===== src/sv/iec_pkg.sv =====
// Shared types, codes and widths for the input event coalescer.
package iec_pkg;

  localparam int unsigned KindW    = 2;
  localparam int unsigned PadNumW  = 4;
  localparam int unsigned PadMaskW = 16;
  localparam int unsigned ButtonsW = 16;
  localparam int unsigned TrigW    = 8;
  localparam int unsigned ValueW   = 16;

  // Packed payload widths: the fields add up to 116 bits, padded to whole bytes.
  localparam int unsigned PayloadW  = PadNumW + PadMaskW + ButtonsW + 2 * TrigW + 4 * ValueW;
  localparam int unsigned TdataW    = ((PayloadW + 7) / 8) * 8;
  localparam int unsigned PadW      = TdataW - PayloadW;
  localparam int unsigned InTuserW  = 1 + KindW;
  localparam int unsigned OutTuserW = KindW;

  // Operation codes.
  localparam logic OP_EVENT = 1'b0;
  localparam logic OP_FLUSH = 1'b1;

  // Event kind codes.
  localparam logic [KindW-1:0] KIND_REL   = 2'd0;
  localparam logic [KindW-1:0] KIND_ABS   = 2'd1;
  localparam logic [KindW-1:0] KIND_PAD   = 2'd2;
  localparam logic [KindW-1:0] KIND_OTHER = 2'd3;

  // One event as it is held and emitted.
  typedef struct packed {
    logic [KindW-1:0]        kind;
    logic [PadNumW-1:0]      pad_number;
    logic [PadMaskW-1:0]     pad_mask;
    logic [ButtonsW-1:0]     buttons;
    logic [TrigW-1:0]        trigger_left;
    logic [TrigW-1:0]        trigger_right;
    logic signed [ValueW-1:0] value_a;
    logic signed [ValueW-1:0] value_b;
    logic signed [ValueW-1:0] value_c;
    logic signed [ValueW-1:0] value_d;
  } iec_event_t;

  // One input word: an operation and the event that comes with it.
  typedef struct packed {
    logic       op;
    iec_event_t evt;
  } iec_item_t;

  // Handshake between the merge core and the output register.
  typedef struct packed {
    logic step;   // the core consumes its input word in this cycle
    logic emit;   // that step releases the held event as a result
  } iec_ctl_t;

endpackage


===== src/sv/iec_core.sv =====
// Held-event store and the merge decision for one input word per cycle while step_i is high.
module iec_core import iec_pkg::*; (
  input  logic       clk_i,
  input  logic       rst_ni,
  input  logic       step_i,
  input  iec_item_t  item_i,
  output iec_ctl_t   ctl_o,
  output iec_event_t emit_evt_o
);

  logic       held_valid_q, held_valid_d;
  iec_event_t held_q, held_d;
  iec_event_t new_evt;

  logic [ValueW:0] sum_x, sum_y;
  logic            sum_ovf;
  logic            same_kind, pad_match, merge;

  // The event as it is stored fresh: fields without meaning for its kind are zero.
  always_comb begin
    new_evt      = '0;
    new_evt.kind = item_i.evt.kind;
    case (item_i.evt.kind)
      KIND_REL: begin
        new_evt.value_a = item_i.evt.value_a;
        new_evt.value_b = item_i.evt.value_b;
      end
      KIND_ABS: begin
        new_evt.value_a = item_i.evt.value_a;
        new_evt.value_b = item_i.evt.value_b;
        new_evt.value_c = item_i.evt.value_c;
        new_evt.value_d = item_i.evt.value_d;
      end
      KIND_PAD: begin
        new_evt = item_i.evt;
      end
      default: begin
        new_evt.kind = item_i.evt.kind;
      end
    endcase
  end

  assign sum_x = {held_q.value_a[ValueW-1], held_q.value_a}
               + {item_i.evt.value_a[ValueW-1], item_i.evt.value_a};
  assign sum_y = {held_q.value_b[ValueW-1], held_q.value_b}
               + {item_i.evt.value_b[ValueW-1], item_i.evt.value_b};
  assign sum_ovf = (sum_x[ValueW] != sum_x[ValueW-1]) || (sum_y[ValueW] != sum_y[ValueW-1]);

  assign same_kind = held_valid_q && (held_q.kind == item_i.evt.kind);
  assign pad_match = (held_q.pad_number == item_i.evt.pad_number)
                  && (held_q.pad_mask == item_i.evt.pad_mask)
                  && (held_q.buttons == item_i.evt.buttons);

  always_comb begin
    merge = 1'b0;
    case (item_i.evt.kind)
      KIND_REL: merge = same_kind && !sum_ovf;
      KIND_ABS: merge = same_kind;
      KIND_PAD: merge = same_kind && pad_match;
      default:  merge = 1'b0;
    endcase
  end

  // A matching gamepad state differs only in triggers and sticks, so storing the
  // fresh event is the same as overwriting those fields.
  always_comb begin
    held_valid_d = held_valid_q;
    held_d       = held_q;
    ctl_o.step   = step_i;
    ctl_o.emit   = 1'b0;
    if (step_i) begin
      if (item_i.op == OP_FLUSH) begin
        ctl_o.emit   = held_valid_q;
        held_valid_d = 1'b0;
      end else if (merge && (item_i.evt.kind == KIND_REL)) begin
        held_d.value_a = sum_x[ValueW-1:0];
        held_d.value_b = sum_y[ValueW-1:0];
      end else begin
        ctl_o.emit   = held_valid_q && !merge;
        held_valid_d = 1'b1;
        held_d       = new_evt;
      end
    end
  end

  assign emit_evt_o = held_q;

  always_ff @(posedge clk_i or negedge rst_ni) begin
    if (!rst_ni) begin
      held_valid_q <= 1'b0;
      held_q       <= '0;
    end else begin
      held_valid_q <= held_valid_d;
      held_q       <= held_d;
    end
  end

`ifndef SYNTHESIS
  a_flush_empties: assert property (@(posedge clk_i) disable iff (!rst_ni)
    step_i && (item_i.op == OP_FLUSH) |=> !held_valid_q)
    else $error("flush left an event held");

  a_event_holds: assert property (@(posedge clk_i) disable iff (!rst_ni)
    step_i && (item_i.op == OP_EVENT) |=> held_valid_q)
    else $error("new event was not held");

  a_emit_needs_held: assert property (@(posedge clk_i) disable iff (!rst_ni)
    ctl_o.emit |-> held_valid_q && step_i)
    else $error("emitted with nothing held");

  a_rel_clean: assert property (@(posedge clk_i) disable iff (!rst_ni)
    held_valid_q && (held_q.kind == KIND_REL) |->
      (held_q.pad_mask == '0) && (held_q.buttons == '0) &&
      (held_q.value_c == '0) && (held_q.value_d == '0))
    else $error("held motion carries stray fields");

  a_other_clean: assert property (@(posedge clk_i) disable iff (!rst_ni)
    held_valid_q && (held_q.kind == KIND_OTHER) |->
      (held_q.value_a == '0) && (held_q.value_b == '0) && (held_q.pad_number == '0))
    else $error("held other event carries stray fields");
`endif

endmodule


===== src/sv/iec_out_reg.sv =====
// Result register between the merge core and the output stream.
module iec_out_reg import iec_pkg::*; (
  input  logic       clk_i,
  input  logic       rst_ni,
  input  iec_ctl_t   ctl_i,
  input  iec_event_t evt_i,
  output logic       ready_o,
  output logic       valid_o,
  input  logic       take_i,
  output iec_event_t evt_o
);

  logic       valid_q, valid_d;
  iec_event_t evt_q, evt_d;
  logic       load;

  assign ready_o = !valid_q || take_i;
  assign load    = ctl_i.step && ctl_i.emit;

  always_comb begin
    valid_d = valid_q;
    evt_d   = evt_q;
    if (load) begin
      valid_d = 1'b1;
      evt_d   = evt_i;
    end else if (take_i) begin
      valid_d = 1'b0;
    end
  end

  always_ff @(posedge clk_i or negedge rst_ni) begin
    if (!rst_ni) begin
      valid_q <= 1'b0;
    end else begin
      valid_q <= valid_d;
    end
  end

  always_ff @(posedge clk_i) begin
    evt_q <= evt_d;
  end

  assign valid_o = valid_q;
  assign evt_o   = evt_q;

`ifndef SYNTHESIS
  a_no_overwrite: assert property (@(posedge clk_i) disable iff (!rst_ni)
    ctl_i.step |-> ready_o)
    else $error("core stepped while the result register was blocked");

  a_load_shows: assert property (@(posedge clk_i) disable iff (!rst_ni)
    load |=> valid_q && (evt_q == $past(evt_i)))
    else $error("loaded result not presented");

  a_stall_keeps: assert property (@(posedge clk_i) disable iff (!rst_ni)
    valid_q && !take_i |=> valid_q)
    else $error("unread result dropped");
`endif

endmodule


===== src/sv/input_event_coalescer.sv =====
// Top level of the input event coalescer: input register, merge core, result register.
//
//  Channel   Dir  tdata (low bit up)                              tuser
//  s_axis    in   pad_number, pad_mask, buttons, trigger_left,    op, kind
//                 trigger_right, value_a..value_d, 4 zero bits
//  m_axis    out  out_pad_number .. out_value_d, 4 zero bits      out_kind
//
// Every word passes the input register, then the merge logic into the held event,
// which a later word or a flush releases into the result register. One word is
// accepted per cycle while the result side keeps taking; the limit is the
// single held event, which is read and rewritten in the same cycle.
// Reset clears the held event and the valid flags of the input and result registers.
// A stalled result stops the core, and the input register then fills and
// drops s_axis_tready; nothing is lost or repeated.
module input_event_coalescer import iec_pkg::*; (
  input  logic                 clk_i,
  input  logic                 rst_ni,
  input  logic                 s_axis_tvalid,
  output logic                 s_axis_tready,
  input  logic [TdataW-1:0]    s_axis_tdata,  // pad_number, pad_mask, buttons, trigger_left,
                                              // trigger_right, value_a, b, c, d, pad
  input  logic [InTuserW-1:0]  s_axis_tuser,  // op, kind
  output logic                 m_axis_tvalid,
  input  logic                 m_axis_tready,
  output logic [TdataW-1:0]    m_axis_tdata,  // out_pad_number, out_pad_mask, out_buttons,
                                              // out_trigger_left, out_trigger_right,
                                              // out_value_a, b, c, d, pad
  output logic [OutTuserW-1:0] m_axis_tuser   // out_kind
);

  iec_item_t  in_word;
  iec_item_t  in_q, in_d;
  logic       in_valid_q, in_valid_d;
  logic       out_ready;
  logic       step;
  iec_ctl_t   ctl;
  iec_event_t held_evt;
  iec_event_t out_evt;

  // Unpack the stream word into the item record.
  always_comb begin
    in_word                   = '0;
    in_word.op                = s_axis_tuser[0];
    in_word.evt.kind          = s_axis_tuser[InTuserW-1:1];
    {in_word.evt.value_d, in_word.evt.value_c, in_word.evt.value_b, in_word.evt.value_a,
     in_word.evt.trigger_right, in_word.evt.trigger_left, in_word.evt.buttons,
     in_word.evt.pad_mask, in_word.evt.pad_number} = s_axis_tdata[PayloadW-1:0];
  end

  // The core works on the registered word whenever the result register can take
  // whatever this step may release.
  assign step          = in_valid_q && out_ready;
  assign s_axis_tready = !in_valid_q || step;

  always_comb begin
    in_valid_d = in_valid_q;
    in_d       = in_q;
    if (s_axis_tvalid && s_axis_tready) begin
      in_valid_d = 1'b1;
      in_d       = in_word;
    end else if (step) begin
      in_valid_d = 1'b0;
    end
  end

  always_ff @(posedge clk_i or negedge rst_ni) begin
    if (!rst_ni) begin
      in_valid_q <= 1'b0;
    end else begin
      in_valid_q <= in_valid_d;
    end
  end

  always_ff @(posedge clk_i) begin
    in_q <= in_d;
  end

  iec_core u_core (
    .clk_i      (clk_i),
    .rst_ni     (rst_ni),
    .step_i     (step),
    .item_i     (in_q),
    .ctl_o      (ctl),
    .emit_evt_o (held_evt)
  );

  iec_out_reg u_out (
    .clk_i   (clk_i),
    .rst_ni  (rst_ni),
    .ctl_i   (ctl),
    .evt_i   (held_evt),
    .ready_o (out_ready),
    .valid_o (m_axis_tvalid),
    .take_i  (m_axis_tready),
    .evt_o   (out_evt)
  );

  // Pack the result word, padding the top with zeros.
  assign m_axis_tuser = out_evt.kind;
  assign m_axis_tdata = {{PadW{1'b0}},
                         out_evt.value_d, out_evt.value_c, out_evt.value_b, out_evt.value_a,
                         out_evt.trigger_right, out_evt.trigger_left, out_evt.buttons,
                         out_evt.pad_mask, out_evt.pad_number};

endmodule


===== config.mk =====
export PLATFORM = sky130hd
export DESIGN_NAME = input_event_coalescer
export DESIGN_NICKNAME = d
export VERILOG_FILES = /design/src/sv/iec_pkg.sv /design/src/sv/iec_core.sv /design/src/sv/iec_out_reg.sv /design/src/sv/input_event_coalescer.sv
export SDC_FILE = /design/constraint.sdc
export NUM_CORES = 1
export LEC_CHECK = 0
export BUFFER_PORTS_ARGS = -buffer_cell sky130_fd_sc_hd__buf_4
export CORE_UTILIZATION = 51
export CTS_CLUSTER_DIAMETER = 30
export DETAILED_ROUTE_END_ITERATION = 10
export PLACE_DENSITY = 0.87
export SLEW_MARGIN = 30
export SYNTH_ARGS = -nofsm -noshare
export SYNTH_HDL_FRONTEND = slang
export SYNTH_HIERARCHICAL = 1
export SYNTH_SLANG_ARGS = --single-unit
export TNS_END_PERCENT = 30

===== constraint.sdc =====
create_clock -name clk_i -period 5.3 [get_ports clk_i]
set_input_delay 0.265 -clock clk_i [delete_from_list [all_inputs] [get_ports clk_i]]
set_output_delay 0.265 -clock clk_i [all_outputs]
set_load 0.005 [all_outputs]

---- After elaboration in Yosys (flattened, before gate mapping) ----
Cells that the tools add are included.
operators by class
  add/sub/neg operators ................... 2
  muxes and demuxes ....................... 14
  bitwise operators ....................... 2
  eq/ne operators ......................... 9
  reduce and logical (&&, ||, !) cells .... 25
operators by type and width
  operator                                             number
  2-to-1 mux 32 bit                                    3
  2-to-1 mux 52 bit                                    1
  adder 16 x 16 -> 17 bit                              2
  equality test 16 bit                                 2
  logical AND 1 bit                                    10
  2-to-1 mux 1 bit                                     9
  equality test 4 bit                                  1
  logical NOT 1 bit                                    4
  AND reduction 2 bit                                  2
  nonzero test 2 bit                                   2
  logical OR 1 bit                                     3
  case mux 1 bit (3 select lines)                      1
  AND reduction 3 bit                                  1
  OR reduction 3 bit                                   1
  equality test 2 x 1 -> 1 bit, second input constant  1
  equality test 2 bit                                  1
  equality test 2 bit, second input constant           1
  logical NOT 2 bit                                    1
  inequality test 1 bit                                2
  inequality test 2 bit, second input constant         1
  NOT 1 bit                                            2
  OR reduction 2 bit                                   1
word-level totals
  register bits ........................... 358

---- Longest topological paths before layout ----
Gate-level depths: netlist of run 1.
  word-level depth ........................ 13
  depth in mapped cells ................... 15

---- Cells and area by module ----
The synthesis of run 1 kept the hierarchy.
by module, submodules not included
  module                 area an instance (um^2)  sequential area each (um^2)  times used  cells an instance
  iec_core               7808.7                   2977.9                       1           815
  input_event_coalescer  3667.3                   3598.5                       1           129
  iec_out_reg            3595.9                   3568.4                       1           123

---- Least setup slack after synthesis of run 1 ----
Ideal clock, no wire load.
  path type ............................... register -> register
  start point ............................. register u_core.held_q (netlist bit u_core/emit_evt_o[32])
  end point ............................... register u_out.evt_q (netlist bit u_out/evt_o[0]) (enable)
  buffers on the path ..................... 0
  slack ................................... 0.117 ns
  clock period less this slack ............ 5.183 ns
  data arrival time ....................... 4.712 ns
  stages on the path, launching flop included .. 15
  cells stage by stage .................... dfrtp_1 > ha_1 > inv_1 > fa_1 > nand2b_1 > a211o_1 > a21oi_2 > o21ai_1 > and3_1 > a211oi_4 > or4b_1 > a211oi_1 > nor2_1 > nand2_1 > inv_1
RTL lines
  element                   RTL line           text
  start: declaration        iec_core.sv:12     iec_event_t held_q, held_d;
  start signal: assignment  iec_core.sv:94     held_q <= held_d;
  end signal: assignment    iec_out_reg.sv:40  evt_q <= evt_d;
  end: declaration          iec_out_reg.sv:14  iec_event_t evt_q, evt_d;

==> run metrics, run 1 <==
static leakage a little under 0.009 uW; RSZ-0062 raised after global routing false; Vias 10400; sequential-to-total area share from yosys stat slightly below 70%; number of hold-slack violations in the final timing report 0; final worst path period share between 70% and 80%; share of flip-flops with an asynchronous set or reset after synthesis 33.8%; Avg Inst Size Synth roughly 14 um2; count of pins over their slew limit 0; Sink Count 358; insertion delay of the later-clocked pin in the worst-skew pair a little under 0.6 ns; effective utilization at floorplan 52.2%; Cell variety after synth 71; number of I/O port buffers ~240; yosys warns 6; filler cell count roughly 1700; fraction of layout cells with a size suffix above 1 36.6%; Seq cells post-synth 358; vias in the first global route roughly 11000; peak supply drop a little under 500 uV; Antenna Violating Nets Remaining 0; cells taking the most area after synthesis sky130_fd_sc_hd__edfxtp_1 (47%), sky130_fd_sc_hd__dfrtp_1 (20%), sky130_fd_sc_hd__o21ai_2 (4.7%); Multi-input gate area 4510 um2; cell type contributing the most total cell area after synthesis sky130_fd_sc_hd__edfxtp_1; clock transition at the register clock pins on the worst setup and hold paths after CTS 0.06 ns; transition at the pin with the smallest max-transition slack 0.823 ns; nature of the critical path endpoint register; Detailed Route WL 39.8 mm; die width 174 um; GP Congestion 0.859; clock skew after layout 0.0386 ns; number of levels in the clock H-tree 3; Iteration-0 DRC Markers ~630; y dimension of the die around 170 um; total of endpoints with negative setup slack in the final report 0; power density over the cells 466 nW/um2; number of ports placed on the die boundary 251; TritonCTS Buffers 75; register-to-register setup slack 1.12 ns; worst-case hold slack approximately 0.35 ns; Reg2Reg Depth 15; number of iterations in the first detailed-routing pass 5; overflow left after global routing 0; count of hold buffers inserted by post-cts repair between 100 and 150; post-CTS repair timing setup buffer count 0; worst-case headroom to the max-slew limit 45.2%; wire length per cell 20.7 um; critical path required time roughly 5.5 ns; final worst slack 1.12 ns; post-synthesis instance area 15100 um2; data arrival time of the critical path 4.39 ns; number of placement rows 62; post-place setup slack between 1 and 1.5 ns; residual DRC count 0; share of the synthesized area in the top cell type between 40% and 50%; placed wire-length estimate 21.2 mm; Crit Reg-Reg Startpoint u_core/emit_evt_o[32]; Max Fclk 239 MHz; all-layer global routing usage between 20% and 30%; number of enable flip-flop cells after synthesis 237; die area roughly 30000 um2; Reg2Reg Capture Point u_out/evt_o[44]; main flop type after synthesis sky130_fd_sc_hd__edfxtp_1; via density per instance 5.40; register area ~10000 um2; sum of internal, switching and leakage power 9840 uW; area added between synthesis and finish 40.2%; Resized Gates After CTS 0; Final Net Count 1639; final sum of negative setup slack 0 ns; critical path startpoint category register; classification of the worst-slack hold path input port to asynchronous set/reset pin; Max-cap violations 0; category of the critical setup timing path register to register; antenna violations before repair 8; Max clock buf depth 3; maximum number of pins on one net before global-route repair 83; Root Buffer Master sky130_fd_sc_hd__clkbuf_16; core area 28900 um2; final worst path period need 4.18 ns; first-pass GRT wire length between 60 and 70 mm; clock tree from TritonCTS built; Max Fanout on Critical Path 43; status finished clean; synthesized instance count 1067
-- sequential cells by signal, indices dropped and copies added, names as in the netlist --
| name | flops |
|---|---|
| u_out/valid_o | 1 |
| u_core/emit_evt_o | 118 |
| u_out/evt_o | 118 |
| u_core/held_valid_q | 1 |
| in_q | 119 |
| in_valid_q | 1 |
-- kinds of logic (layout without fill, tap and decap cells) --
family	Yosys count	count (layout)	synth area share, %
multiplexers	24	24	1.59
adder cells (fa/ha/maj)	38	38	3.25
XOR/XNOR	63	63	3.66
AO/OA/AOI/OAI	206	206	10.5
buffers and inverters	62	529	2.94
AND/OR/NAND/NOR	315	315	10.7
flip-flops	358	358	67.3
other	1	12	0.0249
-- cells in the mapped netlist, types with 10 or more instances --
cell type                    n
sky130_fd_sc_hd__a21o_1     10
sky130_fd_sc_hd__a21oi_1    25
sky130_fd_sc_hd__clkbuf_1   18
sky130_fd_sc_hd__dfrtp_1   121
sky130_fd_sc_hd__edfxtp_1  237
sky130_fd_sc_hd__ha_1       36
sky130_fd_sc_hd__inv_1      13
sky130_fd_sc_hd__mux2i_1    24
sky130_fd_sc_hd__nand2_1   134
sky130_fd_sc_hd__nand2_2    79
sky130_fd_sc_hd__nand3_1    11
sky130_fd_sc_hd__nor2_1     21
sky130_fd_sc_hd__nor2b_1    26
sky130_fd_sc_hd__o21ai_0    25
sky130_fd_sc_hd__o21ai_1    19
sky130_fd_sc_hd__o21ai_2    81
sky130_fd_sc_hd__xnor2_1    24
sky130_fd_sc_hd__xor2_1     39
-- worst max-delay path, stage by stage, from the launching register on --
cell                       delay (ns)
sky130_fd_sc_hd__dfrtp_1         0.37
sky130_fd_sc_hd__ha_1            0.18
sky130_fd_sc_hd__inv_1           0.06
sky130_fd_sc_hd__fa_1            0.43
sky130_fd_sc_hd__nand2b_1        0.18
sky130_fd_sc_hd__a211o_1         0.30
sky130_fd_sc_hd__a21oi_2         0.18
sky130_fd_sc_hd__o21ai_1         0.08
sky130_fd_sc_hd__and3_1          0.22
sky130_fd_sc_hd__a211oi_4        0.35
sky130_fd_sc_hd__or4b_1          0.19
sky130_fd_sc_hd__a211oi_1        0.07
sky130_fd_sc_hd__nor2_1          0.12
sky130_fd_sc_hd__nand2_1         0.14
sky130_fd_sc_hd__inv_4           0.50
sky130_fd_sc_hd__buf_4           0.45
-- per-layer routing --
metal / global-route usage, % / wire length (um)
met3: 6.56 / 2720
met1: 30.1 / 14600
met5: 0 / 10
met4: 14.1 / 1750
met2: 46.2 / 20700
-- how the worst max path moves through the flow --
| stage | from | end | slack, ns | depth (start not counted) |
|---|---|---|---|---|
| floorplan | u_core/emit_evt_o[32] | u_out/evt_o[0] | 0.12 | 14 |
| global placement | u_core/emit_evt_o[32] | u_out/evt_o[42] | 1.25 | 15 |
| detailed placement | u_core/emit_evt_o[32] | u_out/evt_o[44] | 1.14 | 15 |
| CTS | u_core/emit_evt_o[32] | u_out/evt_o[39] | 1.09 | 15 |
| global route | u_core/emit_evt_o[32] | u_out/evt_o[44] | 0.86 | 15 |
| finish | u_core/emit_evt_o[32] | u_out/evt_o[44] | 1.12 | 15 |
-- through the flow --
stage | std cells | utilization [%] | instance area, um2
2_1_floorplan | 1070 | - | 15100
3_3_place_gp | 1659 | 59.4 | 17100
3_5_place_dp | 1659 | 59.4 | 17100
4_1_cts | 1921 | 73.2 | 21100
5_1_grt | 1926 | 73.2 | 21100
6_report | 1929 | 73.2 | 21100
-- where the power goes --
group,total [uW],leakage [uW],switching [uW],internal (uW)
Sequential,3490,0.00385,182,3310
Combinational,1250,0.00357,702,546
Clock,5100,0.00134,1620,3490
Total,9840,0.00876,2500,7340
-- placed cells by master, fill, tap and decap left out, types with 7 or more instances in the layout --
master / n
sky130_fd_sc_hd__inv_1: 12
sky130_fd_sc_hd__xnor2_1: 24
sky130_fd_sc_hd__dlygate4sd3_1: 122
sky130_fd_sc_hd__a21o_1: 10
sky130_fd_sc_hd__edfxtp_1: 237
sky130_fd_sc_hd__diode_2: 8
sky130_fd_sc_hd__ha_1: 34
sky130_fd_sc_hd__nand2_1: 134
sky130_fd_sc_hd__nor4_1: 8
sky130_fd_sc_hd__clkbuf_16: 75
sky130_fd_sc_hd__o21ai_1: 19
sky130_fd_sc_hd__clkinv_4: 7
sky130_fd_sc_hd__o21ai_0: 25
sky130_fd_sc_hd__bufinv_16: 16
sky130_fd_sc_hd__nor2_1: 21
sky130_fd_sc_hd__nand3_1: 11
sky130_fd_sc_hd__o21ai_2: 81
sky130_fd_sc_hd__clkbuf_1: 7
sky130_fd_sc_hd__mux2i_1: 24
sky130_fd_sc_hd__dfrtp_1: 121
sky130_fd_sc_hd__xor2_1: 39
sky130_fd_sc_hd__a21oi_1: 25
sky130_fd_sc_hd__nand2_2: 79
sky130_fd_sc_hd__clkinv_2: 11
sky130_fd_sc_hd__nor2b_1: 26
sky130_fd_sc_hd__buf_4: 250
-- layout make-up --
cell class                 count  area share (%)
antenna                        8          0.0947
clock buffer                  87            9.33
clock inverter                53            3.72
inverter                      13           0.243
multi-input combinational    650            21.3
sequential                   358            48.0
tap                          384            2.27
timing repair buffer         376            15.0
Power figures use the tool's default switching activity.
==> run 2, diff against run 1 <==
--- a/config.mk
+++ b/config.mk
@@ -5,11 +5,12 @@
 export SDC_FILE = /design/constraint.sdc
 export NUM_CORES = 1
 export LEC_CHECK = 0
+export ABC_AREA = 1
 export BUFFER_PORTS_ARGS = -buffer_cell sky130_fd_sc_hd__buf_4
-export CORE_UTILIZATION = 51
+export CORE_UTILIZATION = 52
 export CTS_CLUSTER_DIAMETER = 30
 export DETAILED_ROUTE_END_ITERATION = 10
-export PLACE_DENSITY = 0.87
+export PLACE_DENSITY = 0.86
 export SLEW_MARGIN = 30
 export SYNTH_ARGS = -nofsm -noshare
 export SYNTH_HDL_FRONTEND = slang
==> constraint.sdc (replaced) <==
create_clock -name clk_i -period 4.2 [get_ports clk_i]
set_input_delay 0.21 -clock clk_i [delete_from_list [all_inputs] [get_ports clk_i]]
set_output_delay 0.21 -clock clk_i [all_outputs]
set_load 0.005 [all_outputs]
==> run 2 against run 1 <==
  * Combinational power is 46% higher
  * Critical path depth up 5
  * Register-to-register slack worse by 0.66 ns
  * Critical endpoint is now u_core/emit_evt_o[107]
==> run metrics, run 2 <==
data arrival time of the critical path between 4 and 5 ns; total of endpoints with negative setup slack in the final report 0; Resized Gates After CTS 0; register with the most flip-flops in_q; Vias 12100; die area 29500 um2; category of the critical setup timing path register to register; number of iterations in the first detailed-routing pass 6; cells taking the most area after synthesis sky130_fd_sc_hd__edfxtp_1 (48%), sky130_fd_sc_hd__dfrtp_1 (20%), sky130_fd_sc_hd__nand2_1 (12%); wire length per cell 20.2 um; clock transition at the register clock pins on the worst setup and hold paths after CTS 0.05 ns; commonest non-fill, non-tap cells in the layout sky130_fd_sc_hd__nand2_1 (481), sky130_fd_sc_hd__buf_4 (253), sky130_fd_sc_hd__edfxtp_1 (237), sky130_fd_sc_hd__dlygate4sd3_1 (122), sky130_fd_sc_hd__dfrtp_1 (121); all-layer global routing usage 30.4%; count of pins over their slew limit 0; residual DRC count 0; overflow left after global routing 0; transition at the pin with the smallest max-transition slack 0.978 ns; RSZ-0062 raised after global routing false; clock tree from TritonCTS built; worst-case headroom to the max-slew limit between 30% and 40%; final sum of negative setup slack 0 ns; max reg flops around 120; antenna violations before repair 1; synthesized instance count 1362; Avg Inst Size Synth 11.0 um2; number of I/O port buffers 242; Final Net Count between 1500 and 2000; status finished clean; peak supply drop 431 uV; final worst path period need 3.74 ns; Max clock buf depth 3; placement-stage cell area between 15000 and 20000 um2; final worst path period share slightly below 90%; number of levels in the clock H-tree 3; static leakage about 0.0093 uW; worst-case hold slack between 0.1 and 0.15 ns; number of placement rows a little over 60; area added between synthesis and finish 38.5%; classification of the worst-slack hold path input port to asynchronous set/reset pin; Max Fclk 267 MHz; GP Congestion 0.901; Sink Count 358; number of enable flip-flop cells after synthesis 237; maximum number of pins on one net before global-route repair 97; fraction of layout cells with a size suffix above 1 21.3%; Max Fanout on Critical Path 96; yosys warns 6; effective utilization at floorplan 53.4%; vias in the first global route approximately 12000; share of the synthesized area in the top cell type 47.6%; via density per instance 5.49; sequential-to-total area share from yosys stat about two thirds; critical path required time about 4.7 ns; Root Buffer Master sky130_fd_sc_hd__clkbuf_16; most common library cell in the layout ignoring fill and taps sky130_fd_sc_hd__nand2_1; number of hold-slack violations in the final timing report 0; Placed Cells 1946; Antenna Violating Nets Remaining 0; die width 172 um; Seq cells post-synth between 300 and 400; y dimension of the die roughly 170 um; leading cell type by number of instances after synthesis sky130_fd_sc_hd__nand2_1; core area 28000 um2; TritonCTS Buffers 69; share of flip-flops with an asynchronous set or reset after synthesis 33.8%; cell type contributing the most total cell area after synthesis sky130_fd_sc_hd__edfxtp_1; insertion delay of the later-clocked pin in the worst-skew pair 0.57 ns; critical path startpoint category register; cell area after layout 20700 um2; Detailed Route WL 44.4 mm; clock skew after layout roughly 0.035 ns; power density over the cells 573 nW/um2; Max-cap violations 0; final cell count without fillers 2199; post-synthesis instance area 15000 um2; sum of internal, switching and leakage power 11900 uW; commonest cells in the netlist sky130_fd_sc_hd__nand2_1 (481), sky130_fd_sc_hd__edfxtp_1 (237), sky130_fd_sc_hd__dfrtp_1 (121), sky130_fd_sc_hd__inv_1 (114), sky130_fd_sc_hd__o21ai_1 (61); placed wire-length estimate 22.8 mm; main flop type after synthesis sky130_fd_sc_hd__edfxtp_1; Cell variety after synth 41; nature of the critical path endpoint register; number of ports placed on the die boundary 251; first-pass GRT wire length 66.3 mm; Iteration-0 DRC Markers around 1300
run 2: changes by cell type after synthesis, sizes merged, moves of 23 or more:
cell | previous run | this run
xor2 | 39 | 16
mux2i | 24 | 0
nor2 | 21 | 51
inv | 13 | 115
nor2b | 26 | 0
nand4 | 3 | 28
nand2 | 213 | 486
run 2: repair_timing:
| action | CTS | global route |
|---|---|---|
| setup buffers | 0 | 0 |
| hold buffers | 122 | 0 |
| endpoints found under the hold margin | 204 | 0 |
run 2: per-stage QoR:
stage,worst slack (ns),util [%]
finish,0.459,74.0
global route,0.174,74.0
CTS,0.623,73.9
detailed placement,0.682,61.2
global placement,0.757,61.2
floorplan,-0.243,-
run 2: cell families (layout without fill, tap and decap cells):
kind of cell | after synthesis | after routing | share of synthesized area [%]
adders and majority gates | 38 | 38 | 3.28
DFF | 358 | 358 | 67.8
other | 1 | 7 | 0.0251
xor gates and xnor gates | 32 | 32 | 1.87
buffers and inverters | 169 | 622 | 5.03
and+or+nand+nor | 609 | 609 | 16.5
AOI/OAI and AO/OA | 155 | 155 | 5.50
run 2: final timing paths:
path,to,slack [ns],cells past startpoint,from
max,u_core/emit_evt_o[107],0.46,20,u_core/emit_evt_o[32]
min,u_core/emit_evt_o[60],0.11,2,rst_ni
max reg2reg,u_core/emit_evt_o[107],0.46,20,u_core/emit_evt_o[32]
min reg2reg,u_out/evt_o[78],0.45,0,u_core/emit_evt_o[78]
max in group asynchronous,u_core/emit_evt_o[34],3.22,3,rst_ni
min in group clk_i,in_q[90],0.37,2,s_axis_tdata[30]
run 2: cell type report:
type	instances	area (um2)
Inverter	115	435
Multi-Input combinational cell	838	4110
Sequential cell	358	10100
Timing Repair Buffer	380	3220
Antenna cell	3	7.51
Fill cell	1680	7290
Clock inverter	49	497
Tap cell	378	473
Clock buffer	78	1830
run 2: per-layer routing:
| metal | up-vias | share of wire (%) | GRT usage [%] |
|---|---|---|---|
| met3 | 187 | 8.0 | 6.72 |
| met2 | 774 | 52 | 54.6 |
| met5 | - | 0 | 0 |
| li1 | 5343 | - | - |
| met1 | 5759 | 34 | 32.6 |
| met4 | 0 | 5.4 | 17.9 |
run 2: worst max-delay path: stages (launching register included):
cell and delay (ns):
sky130_fd_sc_hd__dfrtp_1 0.36, sky130_fd_sc_hd__ha_1 0.18, sky130_fd_sc_hd__inv_1 0.06, sky130_fd_sc_hd__fa_1 0.39
sky130_fd_sc_hd__inv_1 0.07, sky130_fd_sc_hd__nand2_1 0.07, sky130_fd_sc_hd__nand2_1 0.09, sky130_fd_sc_hd__nand3_1 0.07
sky130_fd_sc_hd__nand2_1 0.19, sky130_fd_sc_hd__nand2_1 0.08, sky130_fd_sc_hd__nand2_1 0.07, sky130_fd_sc_hd__nand2_1 0.05
sky130_fd_sc_hd__nand2_1 0.08, sky130_fd_sc_hd__nand3_1 0.12, sky130_fd_sc_hd__nand2_2 0.09, sky130_fd_sc_hd__buf_4 0.34
sky130_fd_sc_hd__nand3_4 0.16, sky130_fd_sc_hd__nand2_8 0.46, sky130_fd_sc_hd__buf_4 0.39, sky130_fd_sc_hd__nand2_1 0.11
sky130_fd_sc_hd__o21ai_1 0.16
run 2: where the power goes:
part	total (uW)	internal (uW)	switching, uW
combinational	1820	730	1090
sequential	4540	4270	274
clock	5520	3500	2010
total	11900	8500	3380
==> run 3, diff against run 2 <==
--- a/config.mk
+++ b/config.mk
@@ -7,6 +7,7 @@
 export LEC_CHECK = 0
 export ABC_AREA = 1
 export BUFFER_PORTS_ARGS = -buffer_cell sky130_fd_sc_hd__buf_4
+export CORE_ASPECT_RATIO = 0.9
 export CORE_UTILIZATION = 52
 export CTS_CLUSTER_DIAMETER = 30
 export DETAILED_ROUTE_END_ITERATION = 10
==> run 3 against run 2 <==
  * Clock skew grew 0.0088 ns
  * Wire length is 4.7% lower
  * Combinational power about the same
  * Design area shrank 0.79%
  * Worst setup slack improved by 0.24 ns
  * Final cell count down 1.4%
  * Count of clock-buffer cells in the layout decreased by 12
  * Sequential share of layout area is 0.39 points higher
  * Largest cell class unchanged
  * Clock power down 4.0%
  * Global-route usage decreased by 1.2 points
  * Non-clock buffer count is 3 lower
==> run metrics, run 3 (same netlist as run 2, synthesis figures left out) <==
transition at the pin with the smallest max-transition slack between 0.8 and 0.9 ns; final cell count without fillers 2168; classification of the worst-slack hold path input port to asynchronous set/reset pin; wire length per cell between 15 and 20 um; category of the critical setup timing path register to register; clock transition at the register clock pins on the worst setup and hold paths after CTS 0.07 ns; vias in the first global route between 10000 and 15000; die area 29500 um2; placement-stage cell area 17100 um2; number of hold-slack violations in the final timing report 0; area added between synthesis and finish 37.4%; via density per instance 5.39; commonest non-fill, non-tap cells in the layout sky130_fd_sc_hd__nand2_1 (481), sky130_fd_sc_hd__buf_4 (251), sky130_fd_sc_hd__edfxtp_1 (237), sky130_fd_sc_hd__dlygate4sd3_1 (122), sky130_fd_sc_hd__dfrtp_1 (121); Antenna Violating Nets Remaining 0; max reg flops 119; most common library cell in the layout ignoring fill and taps sky130_fd_sc_hd__nand2_1; final worst path period need 3.50 ns; final sum of negative setup slack 0 ns; clock tree from TritonCTS built; Root Buffer Master sky130_fd_sc_hd__clkbuf_16; post-CTS repair timing setup buffer count 0; Iteration-0 DRC Markers roughly 1000; worst-case headroom to the max-slew limit 43.9%; worst-case hold slack approximately 0.29 ns; Max Fclk 285 MHz; maximum number of pins on one net before global-route repair 120; final worst path period share 83.4%; Vias 11700; register with the most flip-flops in_q; Max clock buf depth 3; critical path startpoint category register; first-pass GRT wire length 65.9 mm; fraction of layout cells with a size suffix above 1 21.1%; static leakage between 0.009 and 0.01 uW; nature of the critical path endpoint register; power density over the cells 565 nW/um2; insertion delay of the later-clocked pin in the worst-skew pair 0.61 ns; total of endpoints with negative setup slack in the final report 0; y dimension of the die 163 um; status finished clean; residual DRC count 0; number of levels in the clock H-tree 2; Final Net Count 1916; number of iterations in the first detailed-routing pass 5; placed wire-length estimate 22.1 mm; core area 28100 um2; Max-cap violations 0; number of placement rows 58; GP Congestion around 0.88; Detailed Route WL 42.3 mm; number of I/O port buffers 242; die width about 180 um; clock skew after layout between 0.04 and 0.05 ns; Final Core Density about three quarters; Placed Cells 1926; effective utilization at floorplan between 50 and 60%; number of ports placed on the die boundary roughly 250; TritonCTS Buffers 61; overflow left after global routing 0; Sink Count about 360; RSZ-0062 raised after global routing false; data arrival time of the critical path 3.99 ns; peak supply drop 650 uV; cell area after layout 20600 um2; antenna violations before repair 2; Max Fanout on Critical Path 86; critical path required time 4.69 ns; all-layer global routing usage between 20 and 30%; count of pins over their slew limit 0
[run 3: changes by cell type in the layout (fill, tap and decap cells not counted), moves of 2 or more]
| cell | change |
|---|---|
| sky130_fd_sc_hd__buf_4 | -2 |
| sky130_fd_sc_hd__bufinv_16 | +4 |
| sky130_fd_sc_hd__clkbuf_16 | -9 |
| sky130_fd_sc_hd__clkinv_1 | -5 |
| sky130_fd_sc_hd__clkinv_16 | +2 |
| sky130_fd_sc_hd__clkinv_2 | -7 |
| sky130_fd_sc_hd__clkinv_4 | +3 |
| sky130_fd_sc_hd__clkinv_8 | -2 |
| sky130_fd_sc_hd__inv_16 | -3 |
| sky130_fd_sc_hd__inv_6 | +3 |
| sky130_fd_sc_hd__inv_8 | +5 |
[run 3: layer usage]
layer  vias up  part of all wire [%]  global-route usage [%]
li1       5325                     -                       -
met1      5542                    37                    34.0
met2       678                    50                    51.3
met3       147                   9.3                    7.56
met4         0                   3.9                    12.1
met5         -                     0                       0
[run 3: cell type report]
type | count | area [um2]
sequential | 358 | 10100
multi-input combinational | 838 | 4110
antenna | 4 | 10.0
fill | 1703 | 7530
clock buffer | 66 | 1580
tap | 360 | 450
timing repair buffer | 377 | 3180
inverter | 115 | 435
clock inverter | 50 | 647
[run 3: through the flow]
stage                     setup WS, ns  total power [uW]
after global routing             0.485             12100
after floorplan                 -0.243              5570
after detailed placement         0.881              6190
final                            0.697             11600
after CTS                        0.793             11600
after global placement           0.955              6110
[run 3: final timing paths]
path                                       start                    end  slack (ns)  cells after the start
max                                     in_q[32]  u_core/emit_evt_o[85]        0.70                     19
min                                       rst_ni  u_core/emit_evt_o[83]        0.29                      2
max in group asynchronous                 rst_ni  u_core/emit_evt_o[65]        2.89                      3
max reg2reg                             in_q[32]  u_core/emit_evt_o[85]        0.70                     19
min reg2reg                u_core/emit_evt_o[15]        u_out/evt_o[15]        0.44                      0
min in group clk_i              s_axis_tdata[12]              in_q[104]        0.33                      2
[run 3: repair_timing]
item,CTS,global route
gates resized for setup,0,0
endpoints found under the hold margin,211,0
setup endpoints to repair,0,0
hold buffers,122,0
[run 3: worst max-delay path: stages, from the launching register on]
cell,delay (ns)
sky130_fd_sc_hd__edfxtp_1,0.36
sky130_fd_sc_hd__ha_1,0.19
sky130_fd_sc_hd__inv_1,0.06
sky130_fd_sc_hd__fa_1,0.38
sky130_fd_sc_hd__inv_1,0.06
sky130_fd_sc_hd__nand2_1,0.06
sky130_fd_sc_hd__nand2_1,0.08
sky130_fd_sc_hd__nand3_1,0.09
sky130_fd_sc_hd__nand2_1,0.18
sky130_fd_sc_hd__nand2_1,0.07
sky130_fd_sc_hd__nand2_1,0.07
sky130_fd_sc_hd__nand2_1,0.05
sky130_fd_sc_hd__nand2_1,0.11
sky130_fd_sc_hd__nand3_1,0.10
sky130_fd_sc_hd__nand2_2,0.21
sky130_fd_sc_hd__nand3_4,0.14
sky130_fd_sc_hd__nand2_8,0.46
sky130_fd_sc_hd__buf_12,0.36
sky130_fd_sc_hd__nand2_1,0.14
sky130_fd_sc_hd__o21ai_1,0.21
[run 3: power by group]
part | switching (uW) | leakage [uW] | internal, uW
sequential | 262 | 0.00385 | 4270
combinational | 1060 | 0.00430 | 724
clock | 1960 | 0.00104 | 3350
total | 3280 | 0.00920 | 8340
